## config.mk

```make
export PLATFORM = sky130hd
export DESIGN_NAME = seconds_to_calendar_date
export DESIGN_NICKNAME = d
export VERILOG_FILES = /design/src/design/s2cd_pkg.sv /design/src/design/seconds_to_calendar_date.sv
export SDC_FILE = /design/constraint.sdc
export NUM_CORES = 1
export LEC_CHECK = 0
export BUFFER_PORTS_ARGS = -buffer_cell sky130_fd_sc_hd__buf_2
export CAP_MARGIN = 20
export CORE_ASPECT_RATIO = 0.7
export CORE_MARGIN = 5
export CORE_UTILIZATION = 45
export DETAILED_ROUTE_END_ITERATION = 10
export PLACE_DENSITY = 0.59
export SETUP_SLACK_MARGIN = 0.02
export SLEW_MARGIN = 15
export SYNTH_ARGS = -nofsm -noshare
export SYNTH_HDL_FRONTEND = slang
export SYNTH_SLANG_ARGS = --single-unit
```

## constraint.sdc

```tcl
create_clock -name aclk -period 9.7 [get_ports aclk]
set_clock_uncertainty 0.15 [all_clocks]
set_input_delay 1.455 -clock aclk [delete_from_list [all_inputs] [get_ports aclk]]
set_output_delay 1.455 -clock aclk [all_outputs]
set_load 0.005 [all_outputs]
```

## src/design/s2cd_pkg.sv

```systemverilog
`timescale 1ns / 1ps
// ----------------------------------------------------------------------------
// s2cd_pkg
// Types, constants and the microcode program for the seconds-to-calendar
// converter.
// ----------------------------------------------------------------------------
package s2cd_pkg;

    localparam int unsigned StepW = 4;
    typedef logic [StepW-1:0] step_t;

    typedef enum logic [2:0] {
        OP_NOP   = 3'd0,
        OP_LOAD  = 3'd1,
        OP_MUL   = 3'd2,
        OP_DIV   = 3'd3,
        OP_YEAR  = 3'd4,
        OP_MONTH = 3'd5,
        OP_EMIT  = 3'd6
    } op_t;

    typedef enum logic {
        DSEL_60 = 1'b0,
        DSEL_24 = 1'b1
    } dsel_t;

    typedef enum logic [1:0] {
        DST_SEC  = 2'd0,
        DST_MIN  = 2'd1,
        DST_HR   = 2'd2
    } dst_t;

    typedef enum logic [2:0] {
        COND_NONE        = 3'd0,
        COND_NO_INPUT    = 3'd1,
        COND_YEAR_FITS   = 3'd2,
        COND_MONTH_FITS  = 3'd3,
        COND_OUT_BUSY    = 3'd4,
        COND_ALWAYS      = 3'd5
    } cond_t;

    typedef struct packed {
        op_t   op;
        dsel_t dsel;
        dst_t  dst;
        cond_t cond;
        step_t target;
    } uword_t;

    localparam step_t StepWait  = 4'd0;
    localparam step_t StepYear  = 4'd7;
    localparam step_t StepMonth = 4'd8;
    localparam step_t StepEmit  = 4'd9;
    localparam step_t StepLast  = 4'd9;

    // Reciprocal constants: x / 60 = (x * K60) >> 37 and x / 24 = (x * K24) >> 36
    // hold exactly for every 32-bit x.
    localparam logic [31:0] Recip60 = 32'h8888_8889;
    localparam logic [31:0] Recip24 = 32'hAAAA_AAAB;
    localparam logic [5:0]  Div60   = 6'd60;
    localparam logic [5:0]  Div24   = 6'd24;

    localparam logic [11:0] EpochYear   = 12'd2000;
    localparam logic [7:0]  CenturyOff  = 8'd100;
    localparam logic [3:0]  MonthFirst  = 4'd1;
    localparam logic [3:0]  MonthLast   = 4'd12;
    localparam logic [8:0]  LeapYearLen = 9'd366;
    localparam logic [8:0]  YearLen     = 9'd365;

    function automatic logic [4:0] month_len(input logic [3:0] mon, input logic leap);
        logic [4:0] len;
        unique case (mon)
            4'd1, 4'd3, 4'd5, 4'd7, 4'd8, 4'd10, 4'd12: len = 5'd31;
            4'd4, 4'd6, 4'd9, 4'd11:                    len = 5'd30;
            4'd2:                                       len = leap ? 5'd29 : 5'd28;
            default:                                    len = 5'd0;
        endcase
        return len;
    endfunction

    function automatic uword_t ucode(input step_t step);
        uword_t w;
        unique case (step)
            4'd0:    w = '{OP_LOAD,  DSEL_60, DST_SEC, COND_NO_INPUT,   StepWait};
            4'd1:    w = '{OP_MUL,   DSEL_60, DST_SEC, COND_NONE,       StepWait};
            4'd2:    w = '{OP_DIV,   DSEL_60, DST_SEC, COND_NONE,       StepWait};
            4'd3:    w = '{OP_MUL,   DSEL_60, DST_MIN, COND_NONE,       StepWait};
            4'd4:    w = '{OP_DIV,   DSEL_60, DST_MIN, COND_NONE,       StepWait};
            4'd5:    w = '{OP_MUL,   DSEL_24, DST_HR,  COND_NONE,       StepWait};
            4'd6:    w = '{OP_DIV,   DSEL_24, DST_HR,  COND_NONE,       StepWait};
            4'd7:    w = '{OP_YEAR,  DSEL_60, DST_SEC, COND_YEAR_FITS,  StepYear};
            4'd8:    w = '{OP_MONTH, DSEL_60, DST_SEC, COND_MONTH_FITS, StepMonth};
            4'd9:    w = '{OP_EMIT,  DSEL_60, DST_SEC, COND_OUT_BUSY,   StepEmit};
            default: w = '{OP_NOP,   DSEL_60, DST_SEC, COND_ALWAYS,     StepWait};
        endcase
        return w;
    endfunction

endpackage

```

## src/design/seconds_to_calendar_date.sv

```systemverilog
`timescale 1ns / 1ps
// ----------------------------------------------------------------------------
// seconds_to_calendar_date
// Converts a count of seconds since 2000-01-01 00:00:00 into year, month,
// day, hour, minute and second, driven by a small microcode program.
// ----------------------------------------------------------------------------
// Flow: the wait step takes an input, multiply and divide steps split off the
// seconds, minutes and hours, then the year and month steps run one per cycle,
// one per whole year past 2000 (at most 136) and one per whole month past
// January (at most 11), and the emit step writes the result, waiting while the
// output is busy. No new input is taken until the word before has been emitted;
// the output register holds a finished word while the next input is taken.
// Reset: aresetn (synchronous) returns the step counter to the wait step and
// clears m_valid.
module seconds_to_calendar_date (
    input  logic        aclk,
    input  logic        aresetn,
    input  logic        s_valid,
    output logic        s_ready,
    input  logic [31:0] s_elapsed_seconds,
    output logic        m_valid,
    input  logic        m_ready,
    output logic [11:0] m_year,
    output logic [3:0]  m_month,
    output logic [4:0]  m_day_of_month,
    output logic [4:0]  m_hour,
    output logic [5:0]  m_minute,
    output logic [5:0]  m_second
);

    s2cd_pkg::step_t  pc_reg, pc_next;
    logic             m_valid_reg, m_valid_next;
    logic [31:0]      acc_reg, acc_next;
    logic [63:0]      prod_reg, prod_next;
    logic [5:0]       sec_reg, sec_next;
    logic [5:0]       min_reg, min_next;
    logic [4:0]       hr_reg, hr_next;
    logic [15:0]      days_reg, days_next;
    logic [7:0]       yoff_reg, yoff_next;
    logic [3:0]       mon_reg, mon_next;
    logic [11:0]      o_year_reg, o_year_next;
    logic [3:0]       o_month_reg, o_month_next;
    logic [4:0]       o_day_reg, o_day_next;
    logic [4:0]       o_hour_reg, o_hour_next;
    logic [5:0]       o_min_reg, o_min_next;
    logic [5:0]       o_sec_reg, o_sec_next;

    s2cd_pkg::uword_t uw;
    logic             leap;
    logic [8:0]       ylen;
    logic [4:0]       mlen;
    logic             year_fits;
    logic             month_fits;
    logic             out_busy;
    logic             jump;
    logic [31:0]      recip;
    logic [5:0]       divisor;
    logic [31:0]      quo;
    logic [31:0]      rem;

    always_comb begin
        uw         = s2cd_pkg::ucode(pc_reg);
        leap       = (yoff_reg[1:0] == 2'd0) && (yoff_reg != s2cd_pkg::CenturyOff);
        ylen       = leap ? s2cd_pkg::LeapYearLen : s2cd_pkg::YearLen;
        mlen       = s2cd_pkg::month_len(mon_reg, leap);
        year_fits  = days_reg >= {7'd0, ylen};
        month_fits = (mon_reg != s2cd_pkg::MonthLast) && (days_reg >= {11'd0, mlen});
        out_busy   = m_valid_reg && !m_ready;

        if (uw.dsel == s2cd_pkg::DSEL_60) begin
            recip   = s2cd_pkg::Recip60;
            divisor = s2cd_pkg::Div60;
            quo     = {5'd0, prod_reg[63:37]};
        end else begin
            recip   = s2cd_pkg::Recip24;
            divisor = s2cd_pkg::Div24;
            quo     = {4'd0, prod_reg[63:36]};
        end
        rem = acc_reg - 32'(quo * {26'd0, divisor});

        unique case (uw.cond)
            s2cd_pkg::COND_NONE:       jump = 1'b0;
            s2cd_pkg::COND_NO_INPUT:   jump = !s_valid;
            s2cd_pkg::COND_YEAR_FITS:  jump = year_fits;
            s2cd_pkg::COND_MONTH_FITS: jump = month_fits;
            s2cd_pkg::COND_OUT_BUSY:   jump = out_busy;
            s2cd_pkg::COND_ALWAYS:     jump = 1'b1;
            default:                   jump = 1'b1;
        endcase

        if (jump) begin
            pc_next = uw.target;
        end else if (pc_reg == s2cd_pkg::StepLast) begin
            pc_next = s2cd_pkg::StepWait;
        end else begin
            pc_next = pc_reg + s2cd_pkg::step_t'(1);
        end

        acc_next     = acc_reg;
        prod_next    = prod_reg;
        sec_next     = sec_reg;
        min_next     = min_reg;
        hr_next      = hr_reg;
        days_next    = days_reg;
        yoff_next    = yoff_reg;
        mon_next     = mon_reg;
        o_year_next  = o_year_reg;
        o_month_next = o_month_reg;
        o_day_next   = o_day_reg;
        o_hour_next  = o_hour_reg;
        o_min_next   = o_min_reg;
        o_sec_next   = o_sec_reg;
        m_valid_next = m_valid_reg && !m_ready;

        unique case (uw.op)
            s2cd_pkg::OP_LOAD: begin
                if (s_valid) begin
                    acc_next  = s_elapsed_seconds;
                    yoff_next = 8'd0;
                    mon_next  = s2cd_pkg::MonthFirst;
                end
            end
            s2cd_pkg::OP_MUL: begin
                prod_next = {32'd0, acc_reg} * {32'd0, recip};
            end
            s2cd_pkg::OP_DIV: begin
                acc_next = quo;
                unique case (uw.dst)
                    s2cd_pkg::DST_SEC: sec_next = rem[5:0];
                    s2cd_pkg::DST_MIN: min_next = rem[5:0];
                    s2cd_pkg::DST_HR: begin
                        hr_next   = rem[4:0];
                        days_next = quo[15:0];
                    end
                    default: ;
                endcase
            end
            s2cd_pkg::OP_YEAR: begin
                if (year_fits) begin
                    days_next = days_reg - {7'd0, ylen};
                    yoff_next = yoff_reg + 8'd1;
                end
            end
            s2cd_pkg::OP_MONTH: begin
                if (month_fits) begin
                    days_next = days_reg - {11'd0, mlen};
                    mon_next  = mon_reg + 4'd1;
                end
            end
            s2cd_pkg::OP_EMIT: begin
                if (!out_busy) begin
                    m_valid_next = 1'b1;
                    o_year_next  = s2cd_pkg::EpochYear + {4'd0, yoff_reg};
                    o_month_next = mon_reg;
                    o_day_next   = days_reg[4:0] + 5'd1;
                    o_hour_next  = hr_reg;
                    o_min_next   = min_reg;
                    o_sec_next   = sec_reg;
                end
            end
            default: ;
        endcase
    end

    always_ff @(posedge aclk) begin
        if (!aresetn) begin
            pc_reg      <= s2cd_pkg::StepWait;
            m_valid_reg <= 1'b0;
        end else begin
            pc_reg      <= pc_next;
            m_valid_reg <= m_valid_next;
        end
    end

    always_ff @(posedge aclk) begin
        acc_reg     <= acc_next;
        prod_reg    <= prod_next;
        sec_reg     <= sec_next;
        min_reg     <= min_next;
        hr_reg      <= hr_next;
        days_reg    <= days_next;
        yoff_reg    <= yoff_next;
        mon_reg     <= mon_next;
        o_year_reg  <= o_year_next;
        o_month_reg <= o_month_next;
        o_day_reg   <= o_day_next;
        o_hour_reg  <= o_hour_next;
        o_min_reg   <= o_min_next;
        o_sec_reg   <= o_sec_next;
    end

    assign s_ready        = (pc_reg == s2cd_pkg::StepWait);
    assign m_valid        = m_valid_reg;
    assign m_year         = o_year_reg;
    assign m_month        = o_month_reg;
    assign m_day_of_month = o_day_reg;
    assign m_hour         = o_hour_reg;
    assign m_minute       = o_min_reg;
    assign m_second       = o_sec_reg;

endmodule
```

==> impl_metrics.toml <==
[synth]
synth_cell_types = 75
netlist.area_leader.share = 0.3156
synth.most_common_cell = "inv_1"
synth.area.top_cells = "fa_1, ha_1, edfxtp_1, inv_1, xnor2_1"
ys_ff_latch = 158
yosys-top-cells-count = "inv_1, ha_1, fa_1"
ys_async_sr_fraction = 0
synth_seq_area_share = 0.1853
yosys.area.top_type = "fa_1"
syn_nets = 3213
syn_area_um2 = 24740
syn_inst = 2390
avgSynthCellArea_um2 = 10.35
yosysWarnings = 0
synthFlopType = "edfxtp_1"
synth_edf_count = 142

[layout]
syn_to_final_growth_pct = 7.400
fin_nets = 3276
multi_input_area_um2 = 17780
n_fill_cell = 5000
drive_gt1_frac = 0.06407
largest_register_ff_count = 32
ff_latch_area_um2 = 4586

[cts]
clock-root-buffer = "clkbuf_16"
cts_resized = 0
cts_buffer_depth = 2
postCtsHoldBufs = 0
cts_setup_buffers = 0
htree_levels = 4
clk_pin_slew_worst_paths_ps = 80
tritoncts = "yes"
cts_buffers = 17
clock_latency_ps = 440
cts.sinks = 158

[placed_design]
place.gp.congestion = 1.027
dp_hpwl_um = 64600
io_buffers = 75

[grt]
antenna_found_initial = 2
grt_max_degree = 64
grt.total_usage = 0.2478
grt_pass1_vias = 17500
overflow = 0
grt_first_pass_wirelength_um = 110000

[critical_path]
cp_data_arrival_time_ps = 8710
required_ps = 9710
worstSetupPathType = "flip-flop to flip-flop"
startpoint_type = "flip-flop"
end_kind = "flip-flop"
crit_fanout = 38

[routing]
drcViolationCount = 0
wl_per_cell_um = 22.84
first_iter_violations = 1288
vias = 16720
first_pass_iters = 6
routed_wl_um = 73050
vias_per_cell = 5.227
ant_nets = 0

[floorplan]
initial_core_util = 0.4572
die_h_um = 206.2
die_w_um = 290.2
io_pins = 76
rows = 71
dieArea_um2 = 59830
fp.coreArea_um2 = 54100

[job]
cap_violations = 0

[timing]
grt_setup_unrepaired = "no"
maxSlewViolCount = 0
period_needed_ps = 8696
fin_crit_sh = 0.8965
hold_violations = 0
max_slew.worst_pin.slew_ps = 1133
relSlewSlack = 0.2395
tns_ps = 0
fmax_mhz = 115.0
finalSetupViolations = 0

[outcome]
status = "finished clean"

[min_path]
hp-class = "flip-flop to flip-flop"
cells in the final DEF, fill, tap and decap left out, types with 4 or more instances in the layout:
master | synthesis | layout
nor2b_1 | 20 | 20
fa_1 | 390 | 390
o21ai_0 | 57 | 57
nand4_1 | 14 | 14
or2_2 | 12 | 12
nor3_1 | 24 | 24
and2_1 | 15 | 15
a21oi_1 | 78 | 78
xor2_1 | 48 | 48
a21o_1 | 34 | 34
nor2_1 | 91 | 90
nand2b_1 | 12 | 12
a31oi_1 | 6 | 6
o21ai_1 | 8 | 8
dfxtp_1 | 16 | 15
nand3_1 | 25 | 25
clkbuf_16 | 0 | 17
clkinv_8 | 0 | 5
and4_1 | 4 | 4
xnor2_1 | 91 | 91
o21bai_1 | 12 | 12
o31ai_1 | 5 | 5
o21a_1 | 4 | 4
inv_1 | 581 | 581
buf_4 | 1 | 16
a211oi_1 | 8 | 8
and3_1 | 13 | 13
o221ai_1 | 6 | 6
ha_1 | 397 | 397
mux2i_1 | 28 | 28
buf_2 | 3 | 75
nand2_1 | 146 | 145
edfxtp_1 | 142 | 142
worst max-delay path: stages (launching register included):
cell,delay [ps]
dfxtp_2,910
nand2_1,420
xnor2_1,790
ha_1,400
fa_1,520
inv_1,50
fa_1,480
inv_1,50
fa_1,480
fa_1,560
fa_1,420
fa_1,440
ha_1,350
nand2_1,160
nor3_1,460
nand2_1,100
a21o_1,180
a21oi_1,310
o21bai_1,320
a21oi_1,290
nor2_1,130
o31ai_1,290
xor2_1,90
path summary, 6_finish.rpt:
check | start | to | slack (ps) | depth (start not counted)
worst max-delay path | uw[9] | prod_reg[47] | 1000 | 22
worst min-delay path | sec_reg[5] | m_second[5] | 270 | 0
worst max register to register | uw[9] | prod_reg[47] | 1000 | 22
worst min register to register | sec_reg[5] | m_second[5] | 270 | 0
cell type report:
cell class,instances,share of cell area
antenna,2,0.0001884
clock buffer,17,0.01601
clock inverter,15,0.006452
inverter,583,0.08237
multi-input combinational,1602,0.6693
sequential,158,0.1726
tap,730,0.03438
timing repair buffer,91,0.01865
layer usage:
metal,global-route usage,wire length (um)
met5,0,27
met4,0.03514,869
met3,0.1299,9779
met2,0.3299,27820
met1,0.3641,34550
logic make-up (layout without fill, tap and decap cells):
logic type / after synthesis / count (layout) / share of synthesized area
muxes: 28 / 28 / 0.01133
AOI/OAI and AO/OA: 254 / 254 / 0.06606
buffers and inverters: 630 / 706 / 0.09621
DFF: 158 / 158 / 0.1853
xor gates and xnor gates: 139 / 139 / 0.04922
other: 0 / 2 / 0
adders and majority gates: 788 / 788 / 0.5168
and+or+nand+nor: 393 / 393 / 0.07501
metrics by stage:
stage	hold WS (ps)	cells	util	instance area, um^2	worst slack, ps
3_5_place_dp	254.5	3164	0.4799	25960	1149
5_1_grt	277.5	3196	0.4910	26560	610.5
4_1_cts	271.1	3196	0.4910	26560	1144
2_1_floorplan	250.3	2390	-	24740	1668
3_3_place_gp	261.2	3164	0.4799	25960	1218
6_report	269.1	3198	0.4911	26570	1004
Power is not shown: default switching activity piles up to over one toggle a cycle in this logic, so the estimate is an artifact.
